File: src/mdt_pkg.sv
// Package for the maximum drawdown tracker: widths, payload types, controller
// states and the command and status words between controller and datapath.
// Depends on nothing; every other file of the block imports it.
package mdt_pkg;

   localparam int EQUITY_BITS   = 32;
   localparam int INDEX_BITS    = 20;
   localparam int FRACTION_BITS = 16;
   localparam int DIV_CNT_BITS  = $clog2(FRACTION_BITS);

   typedef logic [EQUITY_BITS-1:0]   equity_type;
   typedef logic [INDEX_BITS-1:0]    index_type;
   typedef logic [FRACTION_BITS-1:0] fraction_type;
   typedef logic [DIV_CNT_BITS-1:0]  div_cnt_type;

   typedef enum logic [1:0] {
      ST_IDLE,
      ST_CMP,
      ST_DIV,
      ST_COMMIT
   } ctrl_state_type;

   typedef struct packed {
      logic accept;
      logic div_init;
      logic div_step;
      logic commit;
   } mdt_cmd_type;

   typedef struct packed {
      logic above_peak;
      logic out_busy;
   } mdt_status_type;

   function automatic index_type sat_inc(input index_type value);
      sat_inc = (value == '1) ? value : index_type'(value + 1'b1);
   endfunction

endpackage

File: src/mdt_if.sv
// Valid/ready channel interfaces for the drawdown tracker's sample and result words.
// Depends on mdt_pkg for the payload types.
interface mdt_req_if;
   import mdt_pkg::*;

   logic       valid;
   logic       ready;
   equity_type equity;
   logic       first_sample;

   modport source(output valid, equity, first_sample, input ready);
   modport sink(input valid, equity, first_sample, output ready);
endinterface

interface mdt_rsp_if;
   import mdt_pkg::*;

   logic         valid;
   logic         ready;
   fraction_type worst_dd;
   index_type    dd_peak_idx;
   index_type    dd_trough_idx;
   index_type    dd_recovery_idx;
   index_type    longest_underwater;

   modport source(output valid, worst_dd, dd_peak_idx, dd_trough_idx, dd_recovery_idx,
                  longest_underwater, input ready);
   modport sink(input valid, worst_dd, dd_peak_idx, dd_trough_idx, dd_recovery_idx,
                longest_underwater, output ready);
endinterface

File: src/mdt_ctrl.sv
// Controller state machine of the drawdown tracker: sequences accept, compare,
// the radix-2 division and the commit. Depends on mdt_pkg.
module mdt_ctrl (
   input  logic                   clock,
   input  logic                   reset,
   input  logic                   req_valid,
   output logic                   req_ready,
   input  mdt_pkg::mdt_status_type status,
   output mdt_pkg::mdt_cmd_type    cmd
);
   import mdt_pkg::*;

   ctrl_state_type state_ff, state_in;
   div_cnt_type    cnt_ff, cnt_in;

   always_comb begin
      state_in = state_ff;
      case (state_ff)
         ST_IDLE: begin
            if (req_valid) state_in = ST_CMP;
         end
         ST_CMP: begin
            state_in = status.above_peak ? ST_COMMIT : ST_DIV;
         end
         ST_DIV: begin
            if (cnt_ff == div_cnt_type'(FRACTION_BITS - 1)) state_in = ST_COMMIT;
         end
         ST_COMMIT: begin
            if (!status.out_busy) state_in = ST_IDLE;
         end
         default: begin
            state_in = ST_IDLE;
         end
      endcase
   end

   always_comb begin
      req_ready    = 1'b0;
      cmd          = '0;
      cnt_in       = cnt_ff;
      case (state_ff)
         ST_IDLE: begin
            req_ready  = !reset;
            cmd.accept = req_valid && !reset;
         end
         ST_CMP: begin
            cmd.div_init = !status.above_peak;
            cnt_in       = '0;
         end
         ST_DIV: begin
            cmd.div_step = 1'b1;
            cnt_in       = div_cnt_type'(cnt_ff + 1'b1);
         end
         ST_COMMIT: begin
            cmd.commit = !status.out_busy;
         end
         default: begin
            req_ready = 1'b0;
         end
      endcase
   end

   always_ff @(posedge clock) begin
      if (reset) begin
         state_ff <= ST_IDLE;
         cnt_ff   <= '0;
      end else begin
         state_ff <= state_in;
         cnt_ff   <= cnt_in;
      end
   end

endmodule

File: src/mdt_datapath.sv
// Datapath of the drawdown tracker: curve state, restoring divider and
// the result register. Depends on mdt_pkg; driven by mdt_ctrl commands.
module mdt_datapath (
   input  logic                        clock,
   input  logic                        reset,
   input  mdt_pkg::mdt_cmd_type        cmd,
   output mdt_pkg::mdt_status_type     status,
   input  mdt_pkg::equity_type         req_equity,
   input  logic                        req_first_sample,
   output logic                        rsp_valid,
   input  logic                        rsp_ready,
   output mdt_pkg::fraction_type       rsp_worst_dd,
   output mdt_pkg::index_type          rsp_dd_peak_idx,
   output mdt_pkg::index_type          rsp_dd_trough_idx,
   output mdt_pkg::index_type          rsp_dd_recovery_idx,
   output mdt_pkg::index_type          rsp_longest_underwater
);
   import mdt_pkg::*;

   equity_type   eq_ff;
   equity_type   peak_ff, peak_in;
   index_type    peak_idx_ff, peak_idx_in;
   index_type    count_ff, count_in;
   fraction_type worst_ff, worst_in;
   index_type    wpi_ff, wpi_in;
   index_type    wti_ff, wti_in;
   index_type    rec_ff, rec_in;
   logic         await_ff, await_in;
   index_type    cur_uw_ff, cur_uw_in;
   index_type    longest_ff, longest_in;
   equity_type   rem_ff, rem_in;
   fraction_type quo_ff, quo_in;
   logic         rsp_valid_ff;
   fraction_type out_dd_ff;
   index_type    out_pi_ff, out_ti_ff, out_ri_ff, out_lu_ff;

   logic [EQUITY_BITS:0] rem_sh;
   logic                 rem_ge;
   logic                 clear_state;

   assign clear_state       = cmd.accept && req_first_sample;
   assign status.above_peak = (eq_ff >= peak_ff);
   assign status.out_busy   = rsp_valid_ff && !rsp_ready;

   // One quotient bit per step; the remainder never exceeds the peak.
   assign rem_sh = {rem_ff, 1'b0};
   assign rem_ge = (rem_sh >= {1'b0, peak_ff});

   always_comb begin
      rem_in = rem_ff;
      quo_in = quo_ff;
      if (cmd.div_init) begin
         rem_in = peak_ff - eq_ff;
         quo_in = '0;
      end else if (cmd.div_step) begin
         rem_in = rem_ge ? equity_type'(rem_sh - {1'b0, peak_ff}) : equity_type'(rem_sh);
         quo_in = {quo_ff[FRACTION_BITS-2:0], rem_ge};
      end
   end

   always_comb begin
      peak_in     = peak_ff;
      peak_idx_in = peak_idx_ff;
      worst_in    = worst_ff;
      wpi_in      = wpi_ff;
      wti_in      = wti_ff;
      rec_in      = rec_ff;
      await_in    = await_ff;
      cur_uw_in   = cur_uw_ff;
      longest_in  = longest_ff;
      count_in    = sat_inc(count_ff);
      if (status.above_peak) begin
         peak_in     = eq_ff;
         peak_idx_in = count_ff;
         cur_uw_in   = '0;
         if (await_ff) begin
            rec_in   = count_ff;
            await_in = 1'b0;
         end
      end else begin
         cur_uw_in = sat_inc(cur_uw_ff);
         if (cur_uw_in > longest_ff) longest_in = cur_uw_in;
         if (quo_ff > worst_ff) begin
            worst_in = quo_ff;
            wpi_in   = peak_idx_ff;
            wti_in   = count_ff;
            rec_in   = count_ff;
            await_in = 1'b1;
         end
      end
   end

   always_ff @(posedge clock) begin
      if (reset || clear_state) begin
         peak_ff     <= '0;
         peak_idx_ff <= '0;
         count_ff    <= '0;
         worst_ff    <= '0;
         wpi_ff      <= '0;
         wti_ff      <= '0;
         rec_ff      <= '0;
         await_ff    <= 1'b0;
         cur_uw_ff   <= '0;
         longest_ff  <= '0;
      end else if (cmd.commit) begin
         peak_ff     <= peak_in;
         peak_idx_ff <= peak_idx_in;
         count_ff    <= count_in;
         worst_ff    <= worst_in;
         wpi_ff      <= wpi_in;
         wti_ff      <= wti_in;
         rec_ff      <= rec_in;
         await_ff    <= await_in;
         cur_uw_ff   <= cur_uw_in;
         longest_ff  <= longest_in;
      end
   end

   always_ff @(posedge clock) begin
      if (reset) begin
         rsp_valid_ff <= 1'b0;
      end else if (cmd.commit) begin
         rsp_valid_ff <= 1'b1;
      end else if (rsp_ready) begin
         rsp_valid_ff <= 1'b0;
      end
   end

   always_ff @(posedge clock) begin
      if (cmd.accept) eq_ff <= req_equity;
      rem_ff <= rem_in;
      quo_ff <= quo_in;
      if (cmd.commit) begin
         out_dd_ff <= worst_in;
         out_pi_ff <= wpi_in;
         out_ti_ff <= wti_in;
         out_ri_ff <= rec_in;
         out_lu_ff <= longest_in;
      end
   end

   assign rsp_valid              = rsp_valid_ff;
   assign rsp_worst_dd           = out_dd_ff;
   assign rsp_dd_peak_idx        = out_pi_ff;
   assign rsp_dd_trough_idx      = out_ti_ff;
   assign rsp_dd_recovery_idx    = out_ri_ff;
   assign rsp_longest_underwater = out_lu_ff;

   assert property (@(posedge clock) disable iff (reset) cmd.commit |-> !status.out_busy)
      else $error("Result committed over a word that was not taken.");

   assert property (@(posedge clock) disable iff (reset) cmd.commit |=> rsp_valid_ff)
      else $error("Commit did not present a result word.");

   assert property (@(posedge clock) disable iff (reset)
      (worst_ff != '0) |-> (wti_ff >= wpi_ff && rec_ff >= wti_ff))
      else $error("Drawdown indices out of order.");

   assert property (@(posedge clock) disable iff (reset) await_ff |-> (rec_ff == wti_ff))
      else $error("Recovery index moved before the peak was regained.");

   assert property (@(posedge clock) disable iff (reset) (worst_ff == '0) |-> !await_ff)
      else $error("Waiting for recovery without a recorded drawdown.");

endmodule

File: src/max_drawdown_tracker.sv
// Top level of the maximum drawdown tracker: joins controller and datapath to
// the sample and result channels. Depends on mdt_pkg, mdt_if, mdt_ctrl, mdt_datapath.
//
//   Channel   Direction  Word
//   req_ch    in         equity (32 b), first_sample (1 b)
//   rsp_ch    out        worst_dd (16 b), dd_peak/trough/recovery_idx,
//                        longest_underwater (20 b each)
//
// A sample at or above the running peak passes through accept, compare and commit.
// A sample below the peak also runs the restoring divider, one quotient bit per cycle,
// between compare and commit; a new sample is taken only after the last one commits.
// Reset is synchronous; the state clears in the reset cycle, no clearing pass.
// A finished word waits in the output register while the next sample is taken;
// the commit of that next sample stalls until the waiting word is taken.
module max_drawdown_tracker (
   input logic      clock,
   input logic      reset,
   mdt_req_if.sink  req_ch,
   mdt_rsp_if.source rsp_ch
);
   import mdt_pkg::*;

   mdt_cmd_type    cmd;
   mdt_status_type status;

   mdt_ctrl u_ctrl (
      .clock     (clock),
      .reset     (reset),
      .req_valid (req_ch.valid),
      .req_ready (req_ch.ready),
      .status    (status),
      .cmd       (cmd)
   );

   mdt_datapath u_datapath (
      .clock                  (clock),
      .reset                  (reset),
      .cmd                    (cmd),
      .status                 (status),
      .req_equity             (req_ch.equity),
      .req_first_sample       (req_ch.first_sample),
      .rsp_valid              (rsp_ch.valid),
      .rsp_ready              (rsp_ch.ready),
      .rsp_worst_dd           (rsp_ch.worst_dd),
      .rsp_dd_peak_idx        (rsp_ch.dd_peak_idx),
      .rsp_dd_trough_idx      (rsp_ch.dd_trough_idx),
      .rsp_dd_recovery_idx    (rsp_ch.dd_recovery_idx),
      .rsp_longest_underwater (rsp_ch.longest_underwater)
   );

endmodule

File: src/flat_wrapper.sv
// flat-port wrapper written by rule: the top's interface ports become plain ports
module max_drawdown_tracker_flat import mdt_pkg::*;
  (clock, reset, req_ch_valid, req_ch_equity, req_ch_first_sample, req_ch_ready, rsp_ch_valid, rsp_ch_worst_dd, rsp_ch_dd_peak_idx, rsp_ch_dd_trough_idx, rsp_ch_dd_recovery_idx, rsp_ch_longest_underwater, rsp_ch_ready);
  mdt_req_if req_ch_i ();
  mdt_rsp_if rsp_ch_i ();
  input logic clock;
  input logic reset;
  input wire logic [$bits(req_ch_i.valid)-1:0] req_ch_valid;
  input wire logic [$bits(req_ch_i.equity)-1:0] req_ch_equity;
  input wire logic [$bits(req_ch_i.first_sample)-1:0] req_ch_first_sample;
  output wire logic [$bits(req_ch_i.ready)-1:0] req_ch_ready;
  output wire logic [$bits(rsp_ch_i.valid)-1:0] rsp_ch_valid;
  output wire logic [$bits(rsp_ch_i.worst_dd)-1:0] rsp_ch_worst_dd;
  output wire logic [$bits(rsp_ch_i.dd_peak_idx)-1:0] rsp_ch_dd_peak_idx;
  output wire logic [$bits(rsp_ch_i.dd_trough_idx)-1:0] rsp_ch_dd_trough_idx;
  output wire logic [$bits(rsp_ch_i.dd_recovery_idx)-1:0] rsp_ch_dd_recovery_idx;
  output wire logic [$bits(rsp_ch_i.longest_underwater)-1:0] rsp_ch_longest_underwater;
  input wire logic [$bits(rsp_ch_i.ready)-1:0] rsp_ch_ready;
  assign req_ch_i.valid = req_ch_valid;
  assign req_ch_i.equity = req_ch_equity;
  assign req_ch_i.first_sample = req_ch_first_sample;
  assign req_ch_ready = req_ch_i.ready;
  assign rsp_ch_valid = rsp_ch_i.valid;
  assign rsp_ch_worst_dd = rsp_ch_i.worst_dd;
  assign rsp_ch_dd_peak_idx = rsp_ch_i.dd_peak_idx;
  assign rsp_ch_dd_trough_idx = rsp_ch_i.dd_trough_idx;
  assign rsp_ch_dd_recovery_idx = rsp_ch_i.dd_recovery_idx;
  assign rsp_ch_longest_underwater = rsp_ch_i.longest_underwater;
  assign rsp_ch_i.ready = rsp_ch_ready;
  max_drawdown_tracker u_core (.clock(clock), .reset(reset), .req_ch(req_ch_i), .rsp_ch(rsp_ch_i));
endmodule
File: config.mk
export PLATFORM = sky130hd
export DESIGN_NAME = max_drawdown_tracker_flat
export DESIGN_NICKNAME = d
export VERILOG_FILES = /design/src/mdt_pkg.sv /design/src/mdt_if.sv /design/src/mdt_ctrl.sv /design/src/mdt_datapath.sv /design/src/max_drawdown_tracker.sv /design/src/flat_wrapper.sv
export SDC_FILE = /design/constraint.sdc
export NUM_CORES = 1
export LEC_CHECK = 0
export ABC_AREA = 1
export BUFFER_PORTS_ARGS = -buffer_cell sky130_fd_sc_hd__buf_4
export CORE_MARGIN = 4
export CORE_UTILIZATION = 55
export CTS_BUF_LIST = sky130_fd_sc_hd__clkbuf_8
export CTS_CLUSTER_DIAMETER = 120
export DETAILED_ROUTE_END_ITERATION = 12
export PLACE_DENSITY = 0.84
export SYNTH_ARGS = -nofsm -noshare
export SYNTH_HDL_FRONTEND = slang
export SYNTH_SLANG_ARGS = --single-unit
File: constraint.sdc
create_clock -name clock -period 5.9 [get_ports clock]
set_input_delay 0.295 -clock clock [delete_from_list [all_inputs] [get_ports clock]]
set_output_delay 0.295 -clock clock [all_outputs]
set_load 0.02 [all_outputs]
Yosys cells after proc, flatten, opt, wreduce, memory -nomap -nowiden
Index checks and enable logic that the tools add are counted.

word-level totals
  bits in registers = 372
  bits in latches = 0
  memories = 0
  bits in read-only memories = 0
  memory bits (writable) = 0

cells by class
  $lt $le $gt $ge = 4
  div/mod/pow operators = 0
  add/subtract/negate cells = 5
  reductions and logical operators = 17
  mux-type cells = 31
  $mul = 0
  shift operators = 0
  bitwise gates (word level) = 1
  equal/unequal tests = 9

operator list
  kind                   count
  $mux 20                11
  $mux 32                3
  $sub 32x32->32         2
  $add 20x1->20 const B  2
  $eq 20x20->1 const B   2
  $ge 33x32->1           1
  $ge 32x32->1           1
  $mux 16                2
  $gt 20x20->1           1
  $gt 16x16->1           1
  $mux 1                 10
  $pmux 2 s4             1
  $pmux 4 s2             1
  $reduce_bool 2->1      4
  $mux 2                 3
  $ne 2x2->1 const B     3
  $reduce_and 2->1       3
  $add 4x1->4 const B    1
  $eq 2x2->1 const B     2
  $eq 4x4->1 const B     1
  $logic_not 1->1        4
  $logic_and 1x1->1      3
  $reduce_and 3->1       1
  $eq 2x1->1 const B     1
  3 further kinds        3

Depth between registers and ports, before layout
Gate-level depths: netlist (run 1).

  depth in word-level cells = 5
  mapped depth = 25

By module
A second synthesis (run 1) with hierarchy kept.

unflattened totals
  cells, all modules = 3329
  area, all modules = 22663.0 sq um

by module, submodules not included
  module        cells an instance  instances  area an instance (sq um)
  mdt_datapath  3270               1          22287.6
  mdt_ctrl      59                 1          375.4

Worst setup path after synthesis (run 1)
No wires, ideal clock.

  path kind = flip-flop to flip-flop
  start point = reg u_core.u_ctrl.state_ff[0]
  end point = reg u_core.u_datapath.out_pi_ff[0] (netlist: u_core.u_datapath.rsp_dd_peak_idx[0]) (enable)
  path buffers = 2
  stages on the path, launching flop included = 6
  clock period less this slack = 4.448 ns
  data arrival time = 3.950 ns
  library setup time = 0.498 ns
  data required time = 5.402 ns
  path slack = 1.452 ns
  cells stage by stage = dfxtp_1 > ha_1 > inv_1 > nor2_1 > clkbuf_1 > clkbuf_1

RTL lines
  element                 line                 text
  start, declared         mdt_ctrl.sv:13       ctrl_state_type state_ff, state_in;
  start signal, assigned  mdt_ctrl.sv:68       state_ff <= state_in;
  end signal, assigned    mdt_datapath.sv:135  out_pi_ff <= wpi_in;
  end, declared           mdt_datapath.sv:35   index_type out_pi_ff, out_ti_ff, out_ri_ff, out_lu_ff;

Worst setup path in the final report (run 1)
  start point = reg u_core.u_datapath.peak_ff[0]
  end point = reg u_core.u_datapath.peak_ff[24]

between the ends
  word-level cells in the longest chain between the ends = 2

ends and longest elaborated chain
  element                            line                 text
  start, declared                    mdt_datapath.sv:21   equity_type peak_ff, peak_in;
  start signal, assigned             mdt_datapath.sv:106  peak_ff <= peak_in;
  $ge 32x32->1                       mdt_datapath.sv:42   assign status.above_peak = (eq_ff >= peak_ff);
  $reduce_and 2->1 (no source line)  -

Every way passes these cells.
A chain may end at the register's enable or synchronous reset.

==> results of run 1 <==
==> power by group through the flow <==
stage,Clock [W],Sequential [W],Combinational [W]
2_1_floorplan,0,0.00372,0.00366
3_3_place_gp,0,0.00367,0.00485
3_5_place_dp,0,0.00368,0.00493
4_1_cts,0.00231,0.00363,0.00499
5_1_grt,0.00242,0.00369,0.00572
6_report,0.00226,0.00364,0.00507
==> cells in the mapped netlist <==
master     number
nand2_1      1191
inv_1         405
nor2_1        348
nand3_1       279
dfxtp_1       212
a21oi_1       175
edfxtp_1      160
o21ai_0       116
ha_1          108
clkbuf_1       87
nand3b_1       39
buf_2          31
xor2_1         29
xnor2_1        23
nor3_1         16
o211ai_1       15
nand4_1        14
o21bai_1       14
buf_1           9
nor4_1          8
buf_4           7
nand2_2         5
or2_2           5
inv_2           4
nor2_2          4
a21o_1          3
and2_1          3
a21oi_2         2
and3_1          2
buf_6           2
fa_1            2
o21a_1          2
o21ai_1         2
a211oi_1        1
a21boi_4        1
clkbuf_2        1
nand2_4         1
nand4_2         1
nor2_4          1
nor3_2          1
nor3b_1         1
o2111ai_1       1
o221ai_1        1
or2_0           1
or2_1           1
==> routing by layer <==
layer	vias up	routed length [um]	GRT usage [%]	part of all wire [%]
met5	-	0	0	0
met4	0	1999	10.06	3.3
met3	154	4590	4.218	7.6
met2	851	26880	42.63	45
met1	9779	26810	36.14	44
li1	10810	-	-	-
==> per-stage QoR <==
step	hold WS, ns	instances
detailed placement	0.4726	3885
CTS	0.09625	4032
global placement	0.4698	3885
global route	0.1786	4033
finish	0.1670	4033
floorplan	0.3641	3334
==> worst max-delay path: stages (launching register included) <==
cell     delay (ns)
dfxtp_1        0.40
inv_1          0.12
ha_1           0.22
fa_1           0.36
inv_1          0.07
nand2_1        0.07
nand2_1        0.09
nand3_1        0.10
nand2_2        0.12
nand2_1        0.07
nand2_2        0.11
nand2_2        0.08
nand2_1        0.10
nand2_4        0.39
nand2_2        0.88
inv_2          0.64
nor2_1         0.31
nor2_1         0.08
==> kinds of logic (layout without fill, tap and decap cells) <==
family	count (synthesis)	in the layout	share of synthesized area, %
compound gates	333	333	7.863
xor+xnor	52	52	2.008
fa+ha+maj	110	110	6.136
buf+inv	546	712	9.396
flops	372	372	39.90
other cells	0	1	0
simple gates	1921	1921	34.69
==> layout make-up <==
type                            count  area, sq um
Fill cell                        3559        15320
Clock inverter                     45        276.5
Tap cell                          532        665.6
Antenna cell                        1        2.502
Clock buffer                       68        935.9
Inverter                          409         1538
Multi-Input combinational cell   2416        11530
Timing Repair Buffer              190         1511
Sequential cell                   372         9049
==> worst paths after layout <==
kind,startpoint,to,slack [ns],depth (start not counted)
worst min register to register,u_core.u_datapath.peak_idx_ff[16]$_SDFFE_PP0P_,u_core.u_datapath.peak_idx_ff[16]$_SDFFE_PP0P_,0.48,2
worst max register to register,u_core.u_datapath.peak_ff[0]$_SDFFE_PP0P_,u_core.u_datapath.peak_ff[24]$_SDFFE_PP0P_,1.51,17
worst min-delay path,req_ch_valid,u_core.u_ctrl.state_ff[1]$_SDFFE_PP0P_,0.17,3
worst max-delay path,u_core.u_datapath.peak_ff[0]$_SDFFE_PP0P_,u_core.u_datapath.peak_ff[24]$_SDFFE_PP0P_,1.51,17
==> what timing repair did <==
action / 4_1_cts / 5_1_grt
endpoints found under the setup margin: 0 / 0
buffers inserted: 0 / 0
hold buffers: 34 / 0
endpoints found under the hold margin: 36 / 0
==> summary.md, run 1 <==
| Metric | Value |
|---|---|
| # resized after CTS | `0` |
| Clock Power Share | `20.6%` |
| Net switching power | `0.004750 W` |
| Slew headroom | `24.27%` |
| Syn avg cell area | `6.802 sq um` |
| Distinct cells, synth | `45` |
| Cell area after layout | `0.02551 sq mm` |
| Fin. Hold Viols | `0` |
| Post-placement cell area | `0.02395 sq mm` |
| RSZ-0062 raised after global routing | `no` |
| Fmax | `227.6 MHz` |
| Flops & latches, synth | `372` |
| Reg power frac | `33.2%` |
| Clk pin slew, worst setup/hold paths | `0.07 ns` |
| H-tree level count | `2` |
| Synth top area share | `21.19%` |
| Worst-path fanout max | `57` |
| Yosys warnings | `0` |
| VDD IR max | `289.0 uV` |
| Routed vias/inst | `5.355` |
| Top-level port count | `135` |
| PnR worst setup slack | `1.506 ns` |
| Pint | `0.006220 W` |
| Layout cells sized above 1 | `7.829%` |
| Status | `complete, no violations` |
| Register area share after synthesis | `39.90%` |
| Biggest regs | `u_core.u_datapath.eq_ff: 32 flops, u_core.u_datapath.peak_ff: 32 flops, u_core.u_datapath.rem_ff: 32 flops` |
| Vias in the first global route | `20180` |
| DR pass1 iterations | `7` |
| Sw Ratio | `43.30%` |
| Max_cap viols | `0` |
| Final Cycle Share | `74.48%` |
| Power, Total | `0.01097 W` |
| # setup viols final | `0` |
| Final Util | `62.47%` |
| Routability cong. | `1.030` |
| Setup TNS | `0 ns` |
| P_leak | `12.23 nW` |
| Post-Place Worst Slack | `1.569 ns` |
| Worst Skew | `0.02120 ns` |
| Tot GR Track Use | `26.48%` |
| Hold crit path type | `in2reg` |
| First-pass GRT wire length | `98700 um` |
| Clock sinks | `372` |
| Crit path capture type | `register` |
| Bufs on Longest Clock Path | `3` |
| WL/cell | `14.95 um` |
| Vias | `21600` |
| Final nets | `3596` |
| CTS tree | `yes` |
| CP required | `6.43 ns` |
| Top cells by area, synth | `edfxtp_1, nand2_1, dfxtp_1` |
| Synthesis-to-layout area growth | `12.49%` |
| Global route overflow | `0` |
| Final min period | `4.394 ns` |
| DR iter-0 viols | `2049` |
| Largest net degree at the start of global routing | `86` |
| Syn Std Cell Area | `0.02268 sq mm` |
| Inserted Clock Buffers | `60` |
| IO buf count | `134` |
| Worst path arrival time | `4.92 ns` |
| Area leader, netlist | `edfxtp_1` |
| Final WL | `60280 um` |
| Initial antenna violation count | `1` |
| Area of the die | `0.04454 sq mm` |
| Slew @ Worst Pin | `1.133 ns` |
| Site Rows | `74` |
| Mapped Nets | `3481` |
| Pins Over Slew Limit | `0` |
| Logic pwr share | `46.2%` |
| Die span in x | `211.1 um` |
| Power Density | `430.1 mW/mm^2` |
| Class of the most critical setup path | `reg2reg` |
| Clock root buffer | `clkbuf_8` |
| Die height | `211.1 um` |
| Post-route DRC | `0` |
| Core area | `0.04083 sq mm` |
| Most common cell after layout, fill and taps aside | `nand2_1` |
| Clock latency on the worst-skew pair | `0.66 ns` |
| Post-DP HPWL | `40740 um` |
| Worst setup SP type | `register` |
| Gate Count Post-Synth | `3334` |
| Routed Antenna Nets | `0` |
| Initial core utilization | `55.54%` |
| Most frequent cells in the layout | `nand2_1, inv_1, nor2_1` |
Power figures use the tool's default switching activity.
==> inputs of run 2 (changes only) <==
- ABC_AREA: 1 -> 0
- PLACE_DENSITY: 0.84 -> 0.88
- clock period: 5.9 -> 3.8 ns (I/O delays scaled with it)
==> summary.md, run 2 <==
| Metric | Value |
|---|---|
| Async SR Flop Fraction | `0% (unchanged)` |
| Final min period | `3.944 ns (was 4.394 ns)` |
| Worst setup SP type | `register (unchanged)` |
| Clk pin slew, worst setup/hold paths | `0.06 ns (was 0.07 ns)` |
| CTS tree | `yes (unchanged)` |
| Bufs on Longest Clock Path | `3 (unchanged)` |
| Post-route DRC | `0 (unchanged)` |
| P_leak | `9.045 nW (was 12.23 nW)` |
| Class of the most critical setup path | `reg2reg (unchanged)` |
| Worst hold path depth | `5 (was 3)` |
| Compound-Gate Fraction of Synth Area | `12.97% (was 7.863%)` |
| Tot GR Track Use | `25.34% (was 26.48%)` |
| VDD IR max | `431.7 uV (was 289.0 uV)` |
| Post-Layout Cell Count | `2719 (was 4033)` |
| Biggest regs | `u_core.u_datapath.eq_ff: 32 flops, u_core.u_datapath.peak_ff: 32 flops, u_core.u_datapath.rem_ff: 32 flops (unchanged)` |
| Yosys warnings | `0 (unchanged)` |
| Final WL | `50620 um (was 60280 um)` |
| WP buf/inv | `4 (was 3)` |
| Max_cap viols | `0 (unchanged)` |
| Largest net degree at the start of global routing | `69 (was 86)` |
| Failing checks | `negative setup slack` |
| Register area | `0.009056 sq mm (was 0.009049 sq mm)` |
| Hold worst-path end | `u_core.u_ctrl.state_ff[0]$_SDFFE_PP0P_ (was u_core.u_ctrl.state_ff[1]$_SDFFE_PP0P_)` |
| Top cells by area, synth | `edfxtp_1, dfxtp_1, ha_1 (was edfxtp_1, nand2_1, dfxtp_1)` |
| Synthesis-to-layout area growth | `19.56% (was 12.49%)` |
| Mapped Nets | `2146 (was 3481)` |
| WL/cell | `18.62 um (was 14.95 um)` |
| EDFF count, synth | `160 (unchanged)` |
| Vias | `15940 (was 21600)` |
| ANT cells | `0 (was 1)` |
| R2r startpoint | `u_core.u_datapath.cur_uw_ff[9]$_SDFFE_PP0P_ (was u_core.u_datapath.peak_ff[0]$_SDFFE_PP0P_)` |
| Xor/xnor share of the synthesized area | `3.683% (was 2.008%)` |
| CP delay by family, top | `simple AND/OR/NAND/NOR gates (unchanged)` |
| Adder-cell share of the synthesized area | `7.314% (was 6.136%)` |
| Routed vias/inst | `5.861 (was 5.355)` |
| Simple-Gate Fraction of Synth Area | `14.70% (was 34.69%)` |
| IO buf count | `134 (unchanged)` |
| Flops & latches, synth | `372 (unchanged)` |
| Power Density | `526.2 mW/mm^2 (was 430.1 mW/mm^2)` |
| Initial core utilization | `56.31% (was 55.54%)` |
| Area of the die | `0.03763 sq mm (was 0.04454 sq mm)` |
| Most frequent CP cell | `buf_4` |
| Die span in x | `194.0 um (was 211.1 um)` |
| Met1 usage | `31.04% (was 36.14%)` |
| CP required | `4.27 ns (was 6.43 ns)` |
| DR iter-0 viols | `1172 (was 2049)` |
| Die height | `194.0 um (was 211.1 um)` |
| Post-DP HPWL | `32690 um (was 40740 um)` |
| Cells after DPL | `2561 (was 3885)` |
| Most common cell after layout, fill and taps aside | `nand2_1 (unchanged)` |
| Reg-to-reg setup timing slack | `-0.14 ns (was 1.51 ns)` |
| Clock root buffer | `clkbuf_8 (unchanged)` |
| HP Start | `req_ch_valid (unchanged)` |
| Final Cycle Share | `103.8% (was 74.48%)` |
| Fillers | `2367 (was 3559)` |
| Clock latency on the worst-skew pair | `0.65 ns (was 0.66 ns)` |
| Site Rows | `67 (was 74)` |
| Most frequent cells in the layout | `nand2_1, buf_4, dfxtp_1 (was nand2_1, inv_1, nor2_1)` |
| Syn Std Cell Area | `0.01902 sq mm (was 0.02268 sq mm)` |
| DR pass1 iterations | `5 (was 7)` |
| Worst r2r path cells | `20 (was 17)` |
| Distinct cells, synth | `70 (was 45)` |
| Initial antenna violation count | `0 (was 1)` |
| Crit-path cells | `nand3_2 > nor3_2 > nand4_1 > or3_4 > buf_4 > xor2_4 > inv_1 > ha_1 > nor2b_4 > o21ai_1 > nand2b_1 > a21oi_1 > or3_4 > a21oi_4 > o21ai_2 > buf_4 > nor3_4 > buf_4 > mux2i_1 > nor2_1 (was inv_1 > ha_1 > fa_1 > inv_1 > nand2_1 > nand2_1 > nand3_1 > nand2_2 > nand2_1 > nand2_2 > nand2_2 > nand2_1 > nand2_4 > nand2_2 > inv_2 > nor2_1 > nor2_1)` |
| Status | `finished, violations left (was complete, no violations)` |
| Vias in the first global route | `16010 (was 20180)` |
| Slew headroom | `37.71% (was 24.27%)` |
| Pins Over Slew Limit | `0 (unchanged)` |
| RR Endpoint | `u_core.u_datapath.longest_ff[6]$_SDFFE_PP0P_ (was u_core.u_datapath.peak_ff[24]$_SDFFE_PP0P_)` |
| RSZ-0062 raised after global routing | `yes (was no)` |
| Mux contribution to synthesized area | `9.017% (was 0%)` |
| Core area | `0.03378 sq mm (was 0.04083 sq mm)` |
| # setup viols final | `27 (was 0)` |
| Slew @ Worst Pin | `0.9315 ns (was 1.133 ns)` |
| Final nets | `2367 (was 3596)` |
| Synth cell count leaders | `nand2_1, dfxtp_1, nor2_1 (was nand2_1, inv_1, nor2_1)` |
| GR peak layer | `met2 (unchanged)` |
| Gate Count Post-Synth | `1999 (was 3334)` |
| Top-level port count | `135 (unchanged)` |
| GRT met2 Usage | `44.12% (was 42.63%)` |
| Multi-input gate area | `0.009254 sq mm (was 0.01153 sq mm)` |
| PnR worst setup slack | `-0.1442 ns (was 1.506 ns)` |
| CP max-delay cell | `or3_4 (was nand2_2)` |
| Global route overflow | `0 (unchanged)` |
| Worst path arrival time | `4.41 ns (was 4.92 ns)` |
| H-tree level count | `2 (unchanged)` |
| Met3 Use GR | `4.796% (was 4.218%)` |
| Worst Setup SP | `u_core.u_datapath.cur_uw_ff[9]$_SDFFE_PP0P_ (was u_core.u_datapath.peak_ff[0]$_SDFFE_PP0P_)` |
| Top-count cell post-synth | `nand2_1 (unchanged)` |
| Fmax | `253.5 MHz (was 227.6 MHz)` |
| Synth top area share | `25.26% (was 21.19%)` |
| Register area share after synthesis | `47.57% (was 39.90%)` |
| Inserted Clock Buffers | `59 (was 60)` |
| Main combinational cell family by area after synthesis | `simple AND/OR/NAND/NOR gates (unchanged)` |
| Clock sinks | `372 (unchanged)` |
| Layout cells sized above 1 | `18.49% (was 7.829%)` |
| Syn avg cell area | `9.516 sq um (was 6.802 sq um)` |
| Area leader, netlist | `edfxtp_1 (unchanged)` |
| CP max stage delay | `0.43 ns (was 0.88 ns)` |
| Post-synth top flop | `dfxtp_1 (unchanged)` |
| First-pass GRT wire length | `80540 um (was 98700 um)` |
| Routability cong. | `0.9409 (was 1.030)` |
| Routed Antenna Nets | `0 (unchanged)` |
| Final Util | `67.32% (was 62.47%)` |
| Worst Skew | `0.04694 ns (was 0.02120 ns)` |
| Crit path capture type | `register (unchanged)` |
| Hold crit path type | `in2reg (unchanged)` |
| Fin. Hold Viols | `0 (unchanged)` |
| Worst-path fanout max | `6 (was 57)` |
## run 2: cell types whose count changed after synthesis, sizes merged, moves of 67 or more
cell | previous run | this run
inv | 409 | 117
mux2 | 0 | 67
mux2i | 0 | 96
nand2 | 1197 | 284
nand3 | 279 | 32
nor2 | 353 | 211
## run 2: worst max path at each step
stage / cells after the start / slack, ns / end
after floorplan: 22 / -0.09 / u_core.u_datapath.rsp_longest_underwater[10]$_DFFE_PP_
after global placement: 20 / 0.06 / u_core.u_datapath.longest_ff[8]$_SDFFE_PP0P_
after global routing: 20 / -0.30 / u_core.u_datapath.longest_ff[7]$_SDFFE_PP0P_
after detailed placement: 17 / -0.14 / u_core.u_datapath.longest_ff[4]$_SDFFE_PP0P_
after CTS: 18 / -0.06 / u_core.u_datapath.longest_ff[4]$_SDFFE_PP0P_
final: 20 / -0.14 / u_core.u_datapath.longest_ff[6]$_SDFFE_PP0P_
## run 2: cells by family (layout without fill, tap and decap cells)
| group | after synthesis | count (layout) |
|---|---|---|
| AND/OR/NAND/NOR | 648 | 649 |
| AO/OA/AOI/OAI | 407 | 407 |
| flip-flops | 372 | 372 |
| buffers and inverters | 219 | 490 |
| multiplexers | 163 | 163 |
| adder cells (fa/ha/maj) | 110 | 110 |
| XOR/XNOR | 80 | 80 |
## run 2: repair_timing
item / in CTS / in global routing
cloned: 1 / 1
gates resized for setup: 20 / 15
pin swaps: 15 / 16
hold buffers: 34 / 0
setup buffers: 3 / 7
endpoints found under the setup margin: 23 / 195
hold endpoints to repair: 39 / 0
## run 2: per-stage QoR
step                total power [W]  hold slack [ns]  cell area, sq um  setup slack (ns)  TNS [ns]
finish                      0.01197           0.1303             22740           -0.1442    -2.314
CTS                         0.01194          0.06913             22630          -0.05876   -0.4069
global placement           0.008166           0.3696             20930           0.05565         0
floorplan                  0.007328           0.2889             19080          -0.08845   -0.8568
global route                0.01257           0.1071             22740           -0.2989    -8.241
detailed placement         0.008304           0.3695             20930           -0.1383    -1.373
## run 2: metal layers
metal | vias to the layer above | wire (um)
li1 | 7469 | -
met1 | 7624 | 20330
met2 | 669 | 24790
met3 | 175 | 3459
met4 | 0 | 2037
met5 | - | 0
## run 2: where the power goes
group / total [W] / switching (W) / internal [W]
combinational: 0.00350 / 0.00208 / 0.00142
clock: 0.00360 / 0.00164 / 0.00195
sequential: 0.00487 / 0.000236 / 0.00464
## run 2: area by class of cell
type                    count  area share, %
clock inverters            49          1.656
clock buffers              63          3.812
multi-input cells        1409          40.69
repair buffers            261          9.622
well taps                 448          2.465
flip-flops and latches    372          39.82
inverters                 117          1.942
## run 2: tightest hold or removal path, cell delays in order
cell      delay (ns)
buf_4           0.11
inv_1           0.04
a222oi_1        0.15
o21ai_0         0.12
a211oi_1        0.07
==> inputs of run 3 (changes only) <==
- ABC_CLOCK_PERIOD_IN_PS: unset -> 3800
- CORE_UTILIZATION: 55 -> 53
- PLACE_DENSITY: 0.88 -> 0.85
==> summary.md, run 3 (synthesis gave the netlist of run 2 again) <==
| Metric | Value |
|---|---|
| Final min period | `3.970 ns (was 3.944 ns)` |
| PnR worst setup slack | `-0.1695 ns (was -0.1442 ns)` |
| Hold Slack | `0.08321 ns (was 0.1303 ns)` |
| Worst path arrival time | `4.51 ns (was 4.41 ns)` |
| Synthesis-to-layout area growth | `19.11% (was 19.56%)` |
| Post-route DRC | `0 (unchanged)` |
| Crit path capture type | `register (unchanged)` |
| Core area | `0.03548 sq mm (was 0.03378 sq mm)` |
| Routability cong. | `0.8929 (was 0.9409)` |
| Clock sinks | `372 (unchanged)` |
| Worst hold path depth | `5 (unchanged)` |
| Routed vias/inst | `5.724 (was 5.861)` |
| Layout cells sized above 1 | `17.95% (was 18.49%)` |
| Class of the most critical setup path | `reg2reg (unchanged)` |
| Status | `finished, violations left (unchanged)` |
| Multi-input gate area | `0.009221 sq mm (was 0.009254 sq mm)` |
| Fin. Hold Viols | `0 (unchanged)` |
| ANT cells | `0 (unchanged)` |
| Area of the die | `0.03899 sq mm (was 0.03763 sq mm)` |
| First-pass GRT wire length | `77180 um (was 80540 um)` |
| Clk pin slew, worst setup/hold paths | `0.06 ns (about the same)` |
| Die span in x | `197.5 um (was 194.0 um)` |
| Reg power frac | `41.6% (was 40.7%)` |
| Max_cap viols | `0 (unchanged)` |
| Failing checks | `negative setup slack (unchanged)` |
| CP Depth | `16 (was 20)` |
| Most frequent CP cell | `nand4_1 (was buf_4)` |
| Setup TNS | `-4.295 ns (was -2.314 ns)` |
| Inserted Clock Buffers | `61 (was 59)` |
| WP buf/inv | `1 (was 4)` |
| H-tree level count | `2 (unchanged)` |
| Worst-path fanout max | `5 (was 6)` |
| Fillers | `2618 (was 2367)` |
| Crit-path cells | `nand4_1 > nor3_2 > nand4_1 > or3_4 > nand4_1 > nor4_1 > xor2_1 > ha_1 > nand4_1 > or3_4 > a21oi_4 > o21ai_4 > nor3_4 > buf_6 > mux2i_1 > nor2_1 (was nand3_2 > nor3_2 > nand4_1 > or3_4 > buf_4 > xor2_4 > inv_1 > ha_1 > nor2b_4 > o21ai_1 > nand2b_1 > a21oi_1 > or3_4 > a21oi_4 > o21ai_2 > buf_4 > nor3_4 > buf_4 > mux2i_1 > nor2_1)` |
| Power Density | `515.4 mW/mm^2 (was 526.2 mW/mm^2)` |
| CP max-delay cell | `or3_4 (unchanged)` |
| Clock Power Share | `28.6% (was 30.0%)` |
| Hold crit path type | `in2reg (unchanged)` |
| Most common cell after layout, fill and taps aside | `nand2_1 (unchanged)` |
| VDD IR max | `296.6 uV (was 431.7 uV)` |
| CTS tree | `yes (unchanged)` |
| Slew @ Worst Pin | `0.9621 ns (was 0.9315 ns)` |
| Final Cycle Share | `104.5% (was 103.8%)` |
| CP required | `4.34 ns (was 4.27 ns)` |
| CP delay by family, top | `simple AND/OR/NAND/NOR gates (unchanged)` |
| Largest net degree at the start of global routing | `67 (was 69)` |
| Pint | `0.007737 W (was 0.008014 W)` |
| Biggest regs | `u_core.u_datapath.eq_ff: 32 flops, u_core.u_datapath.peak_ff: 32 flops, u_core.u_datapath.rem_ff: 32 flops (unchanged)` |
| Site Rows | `69 (was 67)` |
| IO buf count | `134 (unchanged)` |
| Tot GR Track Use | `23.99% (was 25.34%)` |
| Clock root buffer | `clkbuf_8 (unchanged)` |
| P_leak | `9.004 nW (was 9.045 nW)` |
| Net switching power | `0.003941 W (was 0.003953 W)` |
| CP max stage delay | `0.41 ns (was 0.43 ns)` |
| Bufs on Longest Clock Path | `3 (unchanged)` |
| Fmax | `251.9 MHz (was 253.5 MHz)` |
| Slew headroom | `35.66% (was 37.71%)` |
| WL/cell | `17.82 um (was 18.62 um)` |
| Clock latency on the worst-skew pair | `0.67 ns (was 0.65 ns)` |
| Worst setup SP type | `register (unchanged)` |
| Die height | `197.5 um (was 194.0 um)` |
| Routed Antenna Nets | `0 (unchanged)` |
| DR pass1 iterations | `5 (unchanged)` |
| Worst Skew | `0.02490 ns (was 0.04694 ns)` |
| # setup viols final | `40 (was 27)` |
| Top-level port count | `135 (unchanged)` |
| Vias | `15620 (was 15940)` |
| Initial core utilization | `53.61% (was 56.31%)` |
| Global route overflow | `0 (unchanged)` |
| Most frequent cells in the layout | `nand2_1, dfxtp_1, nor2_1 (was nand2_1, buf_4, dfxtp_1)` |
| RSZ-0062 raised after global routing | `yes (unchanged)` |
| Vias in the first global route | `15540 (was 16010)` |
| Pins Over Slew Limit | `0 (unchanged)` |
| Final nets | `2364 (was 2367)` |
| Final WL | `48620 um (was 50620 um)` |
| Sw Ratio | `33.75% (was 33.04%)` |
| Logic pwr share | `29.9% (was 29.2%)` |
| Post-DP HPWL | `32040 um (was 32690 um)` |
| Register area | `0.009054 sq mm (was 0.009056 sq mm)` |
| Initial antenna violation count | `0 (unchanged)` |
| Worst r2r path cells | `16 (was 20)` |
| DR iter-0 viols | `1250 (was 1172)` |
run 3: power by group through the flow:
stage	Sequential (W)	Combinational, W	Clock [W]
2_1_floorplan	0.00495	0.00238	0
3_3_place_gp	0.00492	0.00325	0
3_5_place_dp	0.00493	0.00338	0
4_1_cts	0.00485	0.00343	0.00340
5_1_grt	0.00488	0.00382	0.00360
6_report	0.00485	0.00349	0.00334
run 3: repair_timing:
action                                 in CTS  in global routing
hold buffers                               34                  0
endpoints found under the hold margin      39                  0
setup endpoints to repair                  96                 96
setup buffers                               4                  9
gates resized for setup                     4                 31
cloned                                      1                  2
pin swaps                                   3                 21
run 3: layer usage:
metal,share of wire (%),global-route usage [%]
met1,41,29.80
met2,49,40.34
met3,6.1,4.639
met4,4.1,11.43
met5,0,0
run 3: area by class of cell:
class                   count  area share [%]
inverters                 117           1.949
clock buffers              69           4.191
repair buffers            257           9.702
clock inverters            45          0.9553
well taps                 461           2.546
flip-flops and latches    372           39.96
multi-input cells        1408           40.70
run 3: through the flow:
step | instances | setup WS, ns | cell area (sq um) | util, % | total power, W
floorplan | 1999 | -0.08845 | 19080 | - | 0.007328
global placement | 2565 | 0.06387 | 20870 | 58.82 | 0.008176
detailed placement | 2565 | -0.07808 | 20870 | 58.82 | 0.008309
CTS | 2718 | 0.008355 | 22460 | 63.29 | 0.01168
global route | 2729 | -0.4349 | 22660 | 63.86 | 0.01230
finish | 2729 | -0.1695 | 22660 | 63.86 | 0.01168
run 3: final timing paths:
check	startpoint	endpoint	slack (ns)
worst max register to register	u_core.u_datapath.cur_uw_ff[6]$_SDFFE_PP0P_	u_core.u_datapath.longest_ff[5]$_SDFFE_PP0P_	-0.17
worst max-delay path	u_core.u_datapath.cur_uw_ff[6]$_SDFFE_PP0P_	u_core.u_datapath.longest_ff[5]$_SDFFE_PP0P_	-0.17
worst min-delay path	req_ch_valid	u_core.u_ctrl.state_ff[1]$_SDFFE_PP0P_	0.08
worst min register to register	u_core.u_datapath.rec_ff[11]$_SDFFE_PP0P_	u_core.u_datapath.rec_ff[11]$_SDFFE_PP0P_	0.45
run 3: worst reg2reg max path, stage by stage, from the launching register on:
cell and delay, ns:
dfxtp_2 0.33, nand4_1 0.17, nor3_2 0.27, nand4_1 0.14, or3_4 0.38, nand4_1 0.24, nor4_1 0.10, xor2_1 0.21
ha_1 0.36, nand4_1 0.13, or3_4 0.41, a21oi_4 0.18, o21ai_4 0.10, nor3_4 0.34, buf_6 0.19, mux2i_1 0.23
nor2_1 0.06
